==> src/sv/dssm_pkg.sv <==
package dssm_pkg;

    // Event codes carried on the opcode field
    typedef enum logic [2:0] {
        OP_TICK           = 3'd0,
        OP_CHANGE_SESSION = 3'd1,
        OP_CHECK_ACCESS   = 3'd2,
        OP_REQUEST_SEED   = 3'd3,
        OP_SEND_KEY       = 3'd4
    } op_t;

    // Diagnostic sessions; code zero is never used
    typedef enum logic [1:0] {
        SESS_DEFAULT     = 2'd1,
        SESS_EXTENDED    = 2'd2,
        SESS_PROGRAMMING = 2'd3
    } sess_t;

    // Configuration register indexes
    typedef enum logic [1:0] {
        CFG_SESSION_TIMEOUT = 2'd0,
        CFG_SEED_VALUE      = 2'd1,
        CFG_KEY_MASK        = 2'd2
    } cfg_idx_t;

    localparam int unsigned CFG_INDEX_W = 2;
    localparam int unsigned CFG_DATA_W  = 32;
    localparam int unsigned TIMEOUT_W   = 16;
    localparam int unsigned SEED_W      = 32;
    localparam int unsigned SID_W       = 8;
    localparam int unsigned REQ_W       = 8;

    localparam logic [TIMEOUT_W-1:0] TIMEOUT_RESET = 16'd5000;
    localparam logic [SEED_W-1:0]    SEED_RESET    = 32'hDEADBEEF;
    localparam logic [SEED_W-1:0]    MASK_RESET    = 32'hCAFEBABE;

    localparam int unsigned RULE_COUNT_DEFAULT = 8;
    localparam int unsigned TIMER_BITS_DEFAULT = 16;

    // Access rule: service ID and the sessions that allow it
    typedef struct packed {
        logic [SID_W-1:0] sid;
        logic             in_default;
        logic             in_extended;
        logic             in_programming;
    } rule_t;

    localparam int unsigned RULE_TABLE_SIZE = 8;

    localparam rule_t RULE_TABLE [RULE_TABLE_SIZE] = '{
        '{sid: 8'h10, in_default: 1'b1, in_extended: 1'b1, in_programming: 1'b1},
        '{sid: 8'h11, in_default: 1'b0, in_extended: 1'b1, in_programming: 1'b1},
        '{sid: 8'h14, in_default: 1'b0, in_extended: 1'b1, in_programming: 1'b0},
        '{sid: 8'h19, in_default: 1'b1, in_extended: 1'b1, in_programming: 1'b0},
        '{sid: 8'h22, in_default: 1'b1, in_extended: 1'b1, in_programming: 1'b0},
        '{sid: 8'h27, in_default: 1'b0, in_extended: 1'b1, in_programming: 1'b1},
        '{sid: 8'h2E, in_default: 1'b0, in_extended: 1'b0, in_programming: 1'b1},
        '{sid: 8'h31, in_default: 1'b0, in_extended: 1'b1, in_programming: 1'b1}
    };

endpackage

==> src/sv/diag_session_security_manager.sv <==
// Diagnostic session and security-access manager.
// Input channel (s_valid/s_ready): one event word per handshake, chosen by
// s_opcode: tick, change session, check access, request seed, send key.
// Result channel (m_valid/m_ready): exactly one result word per event,
// giving refusal, issued seed, the session and lock state after the event.
// Configuration: cfg_wr_en with cfg_index and cfg_data writes session
// timeout (0), seed value (1) or key mask (2); write only
// while no event is in flight.
// Latency: an accepted event is resolved in the accept cycle and its
// result word is valid on the next cycle. Throughput: one event per cycle
// while results are taken; the state update and rule lookup are one level
// of logic ahead of the result register.
// Stall: while a result waits and m_ready is low, s_ready is low; when the
// result is taken, a new event is accepted in that same cycle.
// Reset (aresetn low, synchronous): default session, locked, timer and
// pending seed cleared, configuration back to its defaults, no result.
module diag_session_security_manager
    import dssm_pkg::*;
#(
    parameter int unsigned RULE_COUNT = RULE_COUNT_DEFAULT,
    parameter int unsigned TIMER_BITS = TIMER_BITS_DEFAULT
) (
    input  logic                   aclk,
    input  logic                   aresetn,
    // configuration
    input  logic                   cfg_wr_en,
    input  logic [CFG_INDEX_W-1:0] cfg_index,
    input  logic [CFG_DATA_W-1:0]  cfg_data,
    // event input
    input  logic                   s_valid,
    output logic                   s_ready,
    input  logic [2:0]             s_opcode,
    input  logic [REQ_W-1:0]       s_session_request,
    input  logic [SID_W-1:0]       s_service_id,
    input  logic [SEED_W-1:0]      s_key_value,
    // result output
    output logic                   m_valid,
    input  logic                   m_ready,
    output logic                   m_not_ok,
    output logic [SEED_W-1:0]      m_seed_out,
    output logic [1:0]             m_current_session,
    output logic                   m_unlocked
);

    localparam int unsigned CMP_W = (TIMER_BITS > TIMEOUT_W) ? TIMER_BITS : TIMEOUT_W;
    localparam logic [TIMER_BITS-1:0] TIMER_MAX = {TIMER_BITS{1'b1}};

    // configuration registers
    logic [TIMEOUT_W-1:0]  timeout_reg;
    logic [SEED_W-1:0]     seed_value_reg;
    logic [SEED_W-1:0]     key_mask_reg;

    // session state
    sess_t                 session_reg,   session_next;
    logic                  unlocked_reg,  unlocked_next;
    logic [TIMER_BITS-1:0] timer_reg,     timer_next;
    logic                  pending_reg,   pending_next;
    logic [SEED_W-1:0]     last_seed_reg, last_seed_next;

    // result register
    logic                  m_valid_reg;
    logic                  not_ok_reg,    not_ok_next;
    logic [SEED_W-1:0]     seed_out_reg,  seed_out_next;

    logic                  accept;
    logic                  rule_hit;
    logic                  rule_allow;
    logic [TIMER_BITS-1:0] timer_inc;

    assign s_ready = !m_valid_reg || m_ready;
    assign accept  = s_valid && s_ready;

    // Look up the service ID for the current session
    always_comb begin
        rule_hit   = 1'b0;
        rule_allow = 1'b0;
        for (int i = 0; i < RULE_TABLE_SIZE; i++) begin
            if (i < RULE_COUNT && !rule_hit && RULE_TABLE[i].sid == s_service_id) begin
                rule_hit = 1'b1;
                case (session_reg)
                    SESS_DEFAULT:     rule_allow = RULE_TABLE[i].in_default;
                    SESS_EXTENDED:    rule_allow = RULE_TABLE[i].in_extended;
                    SESS_PROGRAMMING: rule_allow = RULE_TABLE[i].in_programming;
                    default:          rule_allow = 1'b0;
                endcase
            end
        end
    end

    // Saturating timer increment
    assign timer_inc = (timer_reg < TIMER_MAX) ? timer_reg + 1'b1 : timer_reg;

    // Resolve one event against the current state
    always_comb begin
        session_next   = session_reg;
        unlocked_next  = unlocked_reg;
        timer_next     = timer_reg;
        pending_next   = pending_reg;
        last_seed_next = last_seed_reg;
        not_ok_next    = 1'b1;
        seed_out_next  = '0;
        case (op_t'(s_opcode))
            OP_TICK: begin
                not_ok_next = 1'b0;
                if (session_reg != SESS_DEFAULT) begin
                    timer_next = timer_inc;
                    if (CMP_W'(timer_inc) >= CMP_W'(timeout_reg)) begin
                        session_next  = SESS_DEFAULT;
                        timer_next    = '0;
                        unlocked_next = 1'b0;
                    end
                end
            end
            OP_CHANGE_SESSION: begin
                if (s_session_request == REQ_W'(SESS_DEFAULT) ||
                    s_session_request == REQ_W'(SESS_EXTENDED) ||
                    s_session_request == REQ_W'(SESS_PROGRAMMING)) begin
                    session_next = sess_t'(s_session_request[1:0]);
                    timer_next   = '0;
                    not_ok_next  = 1'b0;
                    if (s_session_request == REQ_W'(SESS_DEFAULT)) begin
                        unlocked_next = 1'b0;
                    end
                end
            end
            OP_CHECK_ACCESS: begin
                not_ok_next = !rule_allow;
            end
            OP_REQUEST_SEED: begin
                if (session_reg != SESS_DEFAULT) begin
                    last_seed_next = seed_value_reg;
                    pending_next   = 1'b1;
                    seed_out_next  = seed_value_reg;
                    not_ok_next    = 1'b0;
                end
            end
            OP_SEND_KEY: begin
                if (pending_reg) begin
                    pending_next = 1'b0;
                    if (s_key_value == (last_seed_reg ^ key_mask_reg)) begin
                        unlocked_next = 1'b1;
                        not_ok_next   = 1'b0;
                    end
                end
            end
            default: begin
                not_ok_next = 1'b1;
            end
        endcase
    end

    // Write configuration registers
    always_ff @(posedge aclk) begin
        if (!aresetn) begin
            timeout_reg    <= TIMEOUT_RESET;
            seed_value_reg <= SEED_RESET;
            key_mask_reg   <= MASK_RESET;
        end else if (cfg_wr_en) begin
            case (cfg_idx_t'(cfg_index))
                CFG_SESSION_TIMEOUT: timeout_reg    <= cfg_data[TIMEOUT_W-1:0];
                CFG_SEED_VALUE:      seed_value_reg <= cfg_data[SEED_W-1:0];
                CFG_KEY_MASK:        key_mask_reg   <= cfg_data[SEED_W-1:0];
                default:             ;
            endcase
        end
    end

    // Advance session state on each accepted word
    always_ff @(posedge aclk) begin
        if (!aresetn) begin
            session_reg <= SESS_DEFAULT;
            unlocked_reg <= 1'b0;
            timer_reg   <= '0;
            pending_reg <= 1'b0;
        end else if (accept) begin
            session_reg  <= session_next;
            unlocked_reg <= unlocked_next;
            timer_reg    <= timer_next;
            pending_reg  <= pending_next;
        end
    end

    // Hold the seed only when one is issued
    always_ff @(posedge aclk) begin
        if (accept) begin
            last_seed_reg <= last_seed_next;
        end
    end

    // Result word valid flag
    always_ff @(posedge aclk) begin
        if (!aresetn) begin
            m_valid_reg <= 1'b0;
        end else if (s_ready) begin
            m_valid_reg <= s_valid;
        end
    end

    // Result payload
    always_ff @(posedge aclk) begin
        if (accept) begin
            not_ok_reg   <= not_ok_next;
            seed_out_reg <= seed_out_next;
        end
    end

    assign m_valid           = m_valid_reg;
    assign m_not_ok          = not_ok_reg;
    assign m_seed_out        = seed_out_reg;
    assign m_current_session = session_reg;
    assign m_unlocked        = unlocked_reg;

    // Hold a waiting result word until it is taken
    assert property (@(posedge aclk) disable iff (!aresetn)
        m_valid && !m_ready
        |=> m_valid && $stable(m_not_ok) && $stable(m_seed_out) &&
            $stable(m_current_session) && $stable(m_unlocked))
        else $error("result word changed while stalled");

    // A granted seed request leaves a seed pending with that seed
    assert property (@(posedge aclk) disable iff (!aresetn)
        accept && s_opcode == OP_REQUEST_SEED && session_reg != SESS_DEFAULT
        |=> pending_reg && m_seed_out == last_seed_reg && !m_not_ok)
        else $error("seed request did not leave a pending seed");

    // A key word always consumes any pending seed
    assert property (@(posedge aclk) disable iff (!aresetn)
        accept && s_opcode == OP_SEND_KEY |=> !pending_reg)
        else $error("pending seed survived a key word");

    // State moves only with an accepted word
    assert property (@(posedge aclk) disable iff (!aresetn)
        !accept |=> $stable(session_reg) && $stable(unlocked_reg))
        else $error("session state changed without an event");

endmodule

==> config.mk <==
export PLATFORM = sky130hd
export DESIGN_NAME = diag_session_security_manager
export DESIGN_NICKNAME = d
export VERILOG_FILES = /design/src/sv/dssm_pkg.sv /design/src/sv/diag_session_security_manager.sv
export SDC_FILE = /design/constraint.sdc
export NUM_CORES = 1
export LEC_CHECK = 0
export BUFFER_PORTS_ARGS = -buffer_cell sky130_fd_sc_hd__buf_2
export CAP_MARGIN = 25
export CORE_MARGIN = 4
export CORE_UTILIZATION = 58
export CTS_BUF_LIST = sky130_fd_sc_hd__clkbuf_8
export CTS_CLUSTER_SIZE = 40
export DETAILED_ROUTE_END_ITERATION = 8
export MAX_ROUTING_LAYER = met4
export PLACE_DENSITY = 0.86
export SYNTH_ARGS = -nofsm -noshare
export SYNTH_HDL_FRONTEND = slang
export SYNTH_SLANG_ARGS = --single-unit
==> constraint.sdc <==
create_clock -name aclk -period 4.3 [get_ports aclk]
set_clock_uncertainty 0.05 [all_clocks]
set_input_delay 0.645 -clock aclk [delete_from_list [all_inputs] [get_ports aclk]]
set_output_delay 0.645 -clock aclk [all_outputs]
set_load 0.01 [all_outputs]
==> metrics.txt, run 1 <==
Die ar.=14930 sq um; max_cap viols=0; Area Overhead vs Synth=16.58%; I/O pins=128; via count=6066; overall routing resource usage=25.86%; cell taking the most area after synthesis=dfxtp_1; TritonCTS buffer count=17; worst-skew pair later-pin latency=450 ps; per-cell routed wire length=16.91 microns; CTS tree=yes; Worst setup SP type=flip-flop; Final TNS setup=0 ps; Hold Crit Start=s_valid; core area=12670 sq um; share of layout cells above drive strength 1=20.63%; Relative slew margins=50.11%; endpoints failing setup=0; Die Y=122.2 microns; post-synthesis average cell area=10.00 sq um; synthesized cell area=7561 sq um; DR iter-0 viols=641; register area=3974 sq um; post-synth top area share=26.74%; CP Capture Type=flip-flop; CP Max Fanout=18; power density cells=365.7 nW/um^2; final cycle utilization of the critical path=93.08%; Non-Filler Instances=1064; Fillers=930; number of post-CTS setup repair buffers=0; Main synth FF type=dfxtp_1; Critical Path RT=4620 ps; post-CTS sizing=0; Distinct cells, synth=61; Syn Inst Count=756; top cells by area, synth=dfxtp_1 (27%), edfxtp_1 (26%), nand2_1 (9.0%), xnor3_1 (6.9%), nand3_1 (4.0%); CP peak stage delay=540 ps; Crit path buffers/inverters=1; GPL Wtd Cong=0.9034; vias in the first global route=5972; #FFs+latches synth=166; unrepaired setup endpoints after global routing=false; Max Slew Vio Count=0; Initial Utilization=59.67%; hold depth=3; hold_buf cts=0; GR Overflow Total=0; worst r2r path cells=16; Fin. Hold Viols=0; Post-synth EDFFs=65; WP data arrival=4320 ps; antenna violations before repair=0; die width=122.2 microns; Tightest Hold Check Type=input pin to flip-flop; hpwl dp=12420 microns; switching power=729.2 uW; ys async rst share=0%; root cell of the clock tree=clkbuf_8; H-tree Lvls=4; # diodes=0; Clock Path Buffers=2; path type of the worst setup path=flip-flop to flip-flop; Max Fclk=249.8 MHz; vias per std cell=5.701; cell internal pwr=2495 uW; Synth Net Count=867; Ys Warns=0; Pre-antenna DRT Iters=5; row count=41; peak supply drop=0.2285 mV; status=finished clean; Largest delay share family, worst path=simple AND/OR/NAND/NOR gates; worst path cell trace=ha_1 -> nand3_1 -> or3_4 -> nor2_4 -> or4_1 -> o21a_1 -> or2_2 -> ha_1 -> and3_1 -> a221oi_2 -> a21boi_0 -> a311oi_1 -> nor2_2 -> buf_4 -> nand3_1 -> a31oi_1; clock sinks=166; drt total wl=18000 microns; CP startpoint=timer_reg[0]; WP depth=16; CTS clock-pin slew for the worst setup and hold paths=90 ps; sw frac=22.62%; sequential fraction of the synthesis area=52.56%; global-route wire length before repair=29130 microns; combinational share of power=8.2%; worst slew pin tran=747.6 ps; largest net degree at the start of global routing=53; Detail Route Antenna Nets=0; Flop pwr share=52.8%; r2r startpoint=timer_reg[0]; Worst path slowest cell=or4_1; placed cells=1032; area occupied by multi-input gates=3357 sq um; P_leak=0.003824 uW; DRC=0; Buffers on Ports=127; clock power share=39.0%; fin nets=990; Tmin final=4003 ps
[tightest hold or removal path: cells and delay by family]
family / cells / cell delay, ps
AO/OA/AOI/OAI: 1 / 50
buffers and inverters: 2 / 140
[kinds of logic (layout without fill, tap and decap cells)]
kind of cell / after synthesis / after routing / synth area share [%]
and+or+nand+nor: 367 / 367 / 22.82
DFF: 166 / 166 / 52.56
AOI/OAI and AO/OA: 99 / 99 / 8.489
buffers and inverters: 59 / 195 / 3.111
xor gates and xnor gates: 42 / 42 / 9.250
adders and majority gates: 21 / 21 / 3.475
muxes: 2 / 2 / 0.2978
[power by group through the flow]
| stage | combinational, uW | sequential [uW] | clock [uW] |
|---|---|---|---|
| floorplan | 137 | 1740 | 0 |
| global placement | 253 | 1740 | 0 |
| detailed placement | 261 | 1740 | 0 |
| CTS | 263 | 1700 | 1270 |
| global route | 292 | 1710 | 1340 |
| finish | 264 | 1700 | 1260 |
[synthesized netlist by cell type, drive strengths merged (4+ instances only)]
library cell	n
a21oi	41
a22oi	10
a31oi	5
and2	35
buf	4
clkbuf	31
dfxtp	101
edfxtp	65
ha	21
inv	24
nand2	182
nand2b	4
nand3	61
nand4	8
nor2	36
nor3	7
nor3b	4
nor4	4
o211ai	7
o21a	4
o21ai	12
or2	6
or4	4
xnor2	17
xnor3	23
[path summary, 6_finish.rpt]
kind	endpoint	slack [ps]
worst max-delay path	timer_reg[0]	300
worst min-delay path	m_valid	380
worst max register to register	timer_reg[0]	300
worst min register to register	last_seed_reg[13]	400
[cells in the final DEF, fill, tap and decap left out, drive strengths merged, types with 7 or more instances in the layout]
cell,count
nand2,182
buf,139
dfxtp,101
edfxtp,65
nand3,61
a21oi,41
nor2,36
and2,35
inv,27
xnor3,23
ha,21
clkbuf,18
xnor2,17
o21ai,12
a22oi,10
nand4,8
nor3,7
o211ai,7
[per-layer routing]
layer	wire, microns	GRT usage, %
met3	1407	5.664
met4	333	7.418
met5	0	-
met1	7676	33.75
met2	8579	41.06
[through the flow]
| step | instance area (sq um) | power, uW | hold WS (ps) | setup slack [ps] | utilization (%) |
|---|---|---|---|---|---|
| floorplan | 7561 | 1878 | 371.8 | 667.8 | - |
| global placement | 8354 | 1989 | 378.2 | 504.8 | 65.93 |
| detailed placement | 8362 | 2000 | 379.4 | 339.9 | 65.99 |
| CTS | 8815 | 3232 | 363.8 | 320.4 | 69.57 |
| global route | 8815 | 3340 | 361.6 | 119.5 | 69.57 |
| finish | 8815 | 3224 | 380.1 | 297.5 | 69.57 |
[cell type report]
class                   count  share of cell area (%)
clock buffers              18                   2.811
clock inverters            14                   2.328
inverters                  24                   1.022
multi-input cells         531                   38.08
flip-flops and latches    166                   45.08
well taps                 172                   2.441
repair buffers            139                   8.233
(Power assumes the default switching activity.)
==> run 2: changes to the inputs <==
--- a/config.mk
+++ b/config.mk
@@ -14,6 +14,8 @@
 export DETAILED_ROUTE_END_ITERATION = 8
 export MAX_ROUTING_LAYER = met4
 export PLACE_DENSITY = 0.86
+export REMOVE_ABC_BUFFERS = 1
+export SLEW_MARGIN = 20
 export SYNTH_ARGS = -nofsm -noshare
 export SYNTH_HDL_FRONTEND = slang
 export SYNTH_SLANG_ARGS = --single-unit
==> metrics.txt, run 2 (synthesis results as in run 1) <==
DR iter-0 viols=565 (was 641); worst path cell trace=ha_1 -> nand3_1 -> or3_4 -> nor2_4 -> or4_1 -> o21a_1 -> or2_2 -> ha_1 -> and3_1 -> a221oi_2 -> a21boi_0 -> a311oi_1 -> nor2_2 -> buf_4 -> nand3_1 -> a31oi_1 (unchanged); Clock Path Buffers=2 (unchanged); share of layout cells above drive strength 1=20.76% (was 20.63%); global-route wire length before repair=27410 microns (was 29130 microns); most common cell after layout, fill and taps aside=nand2_1 (unchanged); power density cells=343.0 nW/um^2 (was 365.7 nW/um^2); Max Fclk=254.5 MHz (was 249.8 MHz); CP peak stage delay=530 ps (was 540 ps); most frequent cells in the layout=nand2_1 (182), buf_2 (127), dfxtp_1 (101) (unchanged); overall routing resource usage=24.44% (was 25.86%); Pre-antenna DRT Iters=5 (unchanged); core area=12670 sq um (unchanged); CP Max Fanout=18 (unchanged); clock sinks=166 (unchanged); Pwr Total=2989 uW (was 3224 uW); unrepaired setup endpoints after global routing=false (unchanged); CTS tree=yes (unchanged); Relative slew margins=39.09% (was 50.11%); endpoints failing setup=0 (unchanged); hold_buf cts=0 (unchanged); clock power share=34.4% (was 39.0%); final cycle utilization of the critical path=91.36% (was 93.08%); PnR worst setup slack=371.4 ps (was 297.5 ps); status=finished clean (unchanged); antenna violations before repair=1 (was 0); Fillers=941 (was 930); Area Overhead vs Synth=15.27% (was 16.58%); dpl ws=442.1 ps (was 339.9 ps); via count=5938 (was 6066); H-tree Lvls=4 (unchanged); row count=41 (unchanged); Worst setup SP type=flip-flop (unchanged); cell internal pwr=2259 uW (was 2495 uW); Die Y=122.2 microns (unchanged); GPL Wtd Cong=0.9279 (was 0.9034); drt total wl=17690 microns (was 18000 microns); Max Slew Vio Count=0 (unchanged); Initial Utilization=59.67% (unchanged); hpwl dp=11940 microns (was 12420 microns); CP Capture Type=flip-flop (unchanged); peak supply drop=0.2028 mV (was 0.2285 mV); combinational share of power=8.7% (was 8.2%); root cell of the clock tree=clkbuf_8 (unchanged); Critical Path RT=4620 ps (about the same); worst slew pin tran=913.7 ps (was 747.6 ps); die width=122.2 microns (unchanged); WP data arrival=4250 ps (was 4320 ps); Detail Route Antenna Nets=0 (unchanged); Flop pwr share=56.9% (was 52.8%); fin nets=989 (was 990); vias per std cell=5.581 (was 5.701); I/O pins=128 (unchanged); per-cell routed wire length=16.62 microns (was 16.91 microns); r2r setup slk=370 ps (was 300 ps); Buffers on Ports=127 (unchanged); sw frac=24.45% (was 22.62%); Final TNS setup=0 ps (unchanged); path type of the worst setup path=flip-flop to flip-flop (unchanged); Tightest Hold Check Type=input pin to flip-flop (unchanged); Tmin final=3929 ps (was 4003 ps); max_cap viols=0 (unchanged); post-CTS sizing=0 (unchanged); number of post-CTS setup repair buffers=0 (unchanged); Worst path slowest cell=or4_1 (unchanged); switching power=730.9 uW (was 729.2 uW); TritonCTS buffer count=17 (unchanged); worst-skew pair later-pin latency=450 ps (about the same); DRC=0 (unchanged); largest net degree at the start of global routing=54 (was 53); Die ar.=14930 sq um (unchanged); Fin. Hold Viols=0 (unchanged); vias in the first global route=5600 (was 5972); P_leak=0.003781 uW (was 0.003824 uW); GR Overflow Total=0 (unchanged); CTS clock-pin slew for the worst setup and hold paths=90 ps (about the same)
[run 2: cell count changes in the layout (fill, tap and decap cells not counted)]
cell | before | now
clkinv_2 | 0 | 4
clkinv_4 | 0 | 1
buf_4 | 12 | 11
diode_2 | 0 | 1
and2_1 | 35 | 34
and2_2 | 0 | 1
clkinv_1 | 3 | 2
bufinv_16 | 5 | 1
[run 2: critical path, delay by kind of cell, from the launching register on]
family	cells	cell delay (ps)
buf+inv	1	220
compound gates	5	1070
simple gates	8	1660
flops	1	370
fa+ha+maj	2	490
[run 2: worst paths after layout]
check	startpoint	endpoint	cells past startpoint
max	timer_reg[0]	timer_reg[6]	16
min	cfg_data[22]	key_mask_reg[22]	3
max reg2reg	timer_reg[0]	timer_reg[6]	16
min reg2reg	seed_value_reg[20]	last_seed_reg[20]	0
[run 2: stage by stage]
step           instances  hold slack [ps]  area, sq um  util [%]
2_1_floorplan        721            371.8         7416         -
3_3_place_gp        1031            379.4         8356     65.94
3_5_place_dp        1031            381.4         8356     65.94
4_1_cts             1063            345.7         8713     68.77
5_1_grt             1064            368.7         8716     68.79
6_report            1064            371.6         8716     68.79
[run 2: area by class of cell]
| cell class | instances | area (sq um) | share of cell area, % |
|---|---|---|---|
| sequential | 166 | 3974 | 45.59 |
| antenna | 1 | 2.502 | 0.02871 |
| timing repair buffer | 138 | 718.2 | 8.240 |
| clock buffer | 18 | 247.7 | 2.842 |
| multi-input combinational | 531 | 3358 | 38.53 |
| tap | 172 | 215.2 | 2.469 |
| clock inverter | 14 | 110.1 | 1.263 |
| inverter | 24 | 90.09 | 1.034 |
[run 2: power groups by stage]
stage	Combinational [uW]	Clock (uW)	Sequential, uW
finish	259	1030	1700
global route	284	1100	1710
CTS	260	1030	1700
detailed placement	257	0	1740
global placement	250	0	1740
floorplan	125	0	1740
[run 2: routing by layer]
layer  GRT usage, %  share of wire (%)  routed length, microns
met1          30.36                 43                    7537
met2          40.30                 49                    8649
met3          4.921                6.5                    1149
met4          8.118                2.0                     349
met5              -                  0                       0
==> run 3: changes to the inputs <==
--- a/config.mk
+++ b/config.mk
@@ -9,12 +9,11 @@
 export CAP_MARGIN = 25
 export CORE_MARGIN = 4
 export CORE_UTILIZATION = 58
-export CTS_BUF_LIST = sky130_fd_sc_hd__clkbuf_8
+export CTS_BUF_LIST = sky130_fd_sc_hd__clkbuf_4
 export CTS_CLUSTER_SIZE = 40
 export DETAILED_ROUTE_END_ITERATION = 8
 export MAX_ROUTING_LAYER = met4
 export PLACE_DENSITY = 0.86
-export REMOVE_ABC_BUFFERS = 1
 export SLEW_MARGIN = 20
 export SYNTH_ARGS = -nofsm -noshare
 export SYNTH_HDL_FRONTEND = slang
==> metrics.txt, run 3 (synthesis results as in run 1) <==
fin nets=989 (unchanged); Tightest Hold Check Type=input pin to flip-flop (unchanged); DR iter-0 viols=674 (was 565); Max Slew Vio Count=0 (unchanged); Fin. Hold Viols=0 (unchanged); max_cap viols=0 (unchanged); DRC=0 (unchanged); number of post-CTS setup repair buffers=0 (unchanged); GR Overflow Total=0 (unchanged); worst slew pin tran=763.0 ps (was 913.7 ps); drt total wl=17880 microns (was 17690 microns); root cell of the clock tree=clkbuf_4 (was clkbuf_8); CTS clock-pin slew for the worst setup and hold paths=130 ps (was 90 ps); Relative slew margins=49.12% (was 39.09%); CP Max Fanout=18 (unchanged); I/O pins=128 (unchanged); Clock Path Buffers=2 (unchanged); die width=122.2 microns (unchanged); overall routing resource usage=25.35% (was 24.44%); # diodes=0 (was 1); CP Capture Type=flip-flop (unchanged); largest net degree at the start of global routing=53 (was 54); Fillers=961 (was 941); Pwr Total=2896 uW (was 2989 uW); H-tree Lvls=4 (unchanged); global-route wire length before repair=28260 microns (was 27410 microns); via count=6005 (was 5938); unrepaired setup endpoints after global routing=false (unchanged); Area Overhead vs Synth=14.36% (was 15.27%); Worst setup SP type=flip-flop (unchanged); worst-skew pair later-pin latency=560 ps (was 450 ps); GPL Wtd Cong=0.9034 (was 0.9279); Post-DP Area=8358 sq um (was 8356 sq um); TritonCTS buffer count=17 (unchanged); Initial Utilization=59.67% (unchanged); WP data arrival=4440 ps (was 4250 ps); CTS tree=yes (unchanged); PnR worst setup slack=286.4 ps (was 371.4 ps); core area=12670 sq um (unchanged); Critical Path RT=4720 ps (was 4620 ps); post-CTS sizing=0 (unchanged); dpl ws=336.9 ps (was 442.1 ps); peak supply drop=0.1613 mV (was 0.2028 mV); most common cell after layout, fill and taps aside=nand2_1 (unchanged); share of layout cells above drive strength 1=20.90% (was 20.76%); power density cells=334.9 nW/um^2 (was 343.0 nW/um^2); hold_buf cts=0 (unchanged); path type of the worst setup path=flip-flop to flip-flop (unchanged); P_leak=0.003754 uW (was 0.003781 uW); Tmin final=4014 ps (was 3929 ps); Max Fclk=249.2 MHz (was 254.5 MHz); Detail Route Antenna Nets=0 (unchanged); hpwl dp=12360 microns (was 11940 microns); clock sinks=166 (unchanged); Die ar.=14930 sq um (unchanged); vias per std cell=5.654 (was 5.581); vias in the first global route=5824 (was 5600); row count=41 (unchanged); Pre-antenna DRT Iters=6 (was 5); Buffers on Ports=127 (unchanged); most frequent cells in the layout=nand2_1 (182), buf_2 (127), dfxtp_1 (101) (unchanged); endpoints failing setup=0 (unchanged); antenna violations before repair=0 (was 1); post-route cell area=8647 sq um (was 8716 sq um); Die Y=122.2 microns (unchanged); status=finished clean (unchanged); per-cell routed wire length=16.83 microns (was 16.62 microns); Final TNS setup=0 ps (unchanged); hold_ws=263.1 ps (was 371.6 ps); final cycle utilization of the critical path=93.34% (was 91.36%)
-- run 3: final cells by class --
class                   instances  area (sq um)  share of cell area (%)
flip-flops and latches        166          3974                   45.96
multi-input cells             531          3361                   38.87
repair buffers                138         718.2                   8.306
well taps                     172         215.2                   2.489
clock buffers                  21         157.7                   1.823
clock inverters                10         131.4                   1.519
inverters                      24         90.09                   1.042
-- run 3: critical path, cell delays in order, from the launching register on --
cell and delay [ps]:
dfxtp_1 380, ha_1 240, nand3_1 160, or3_4 190, nor2_4 70, or4_1 550
o21a_1 210, or2_2 290, ha_1 270, and3_1 200, a221oi_2 280, a21boi_0 300
a311oi_1 110, nor2_2 130, buf_4 220, nand3_1 110, a31oi_1 160
-- run 3: routing by layer --
layer	share of wire, %	GRT usage [%]	routed length, microns
met5	0	-	0
met4	2.8	9.937	496
met3	7.3	5.478	1299
met2	47	39.68	8390
met1	43	32.48	7690
-- run 3: per-stage QoR --
step,cells,utilization [%]
floorplan,756,-
global placement,1031,65.93
detailed placement,1031,65.96
CTS,1062,68.24
global route,1062,68.24
finish,1062,68.24
-- run 3: final timing paths --
| kind | cells after the start | start | slack (ps) | to |
|---|---|---|---|---|
| max | 16 | timer_reg[0] | 290 | timer_reg[0] |
| min | 3 | s_valid | 260 | m_valid |
| max reg2reg | 16 | timer_reg[0] | 290 | timer_reg[0] |
| min reg2reg | 0 | seed_value_reg[12] | 410 | last_seed_reg[12] |
-- run 3: where the power goes --
part / internal, uW / leakage (uW) / switching [uW]
registers: 1680 / 0.00144 / 24.0
logic: 114 / 0.00216 / 150
clock network: 421 / 0.000153 / 508
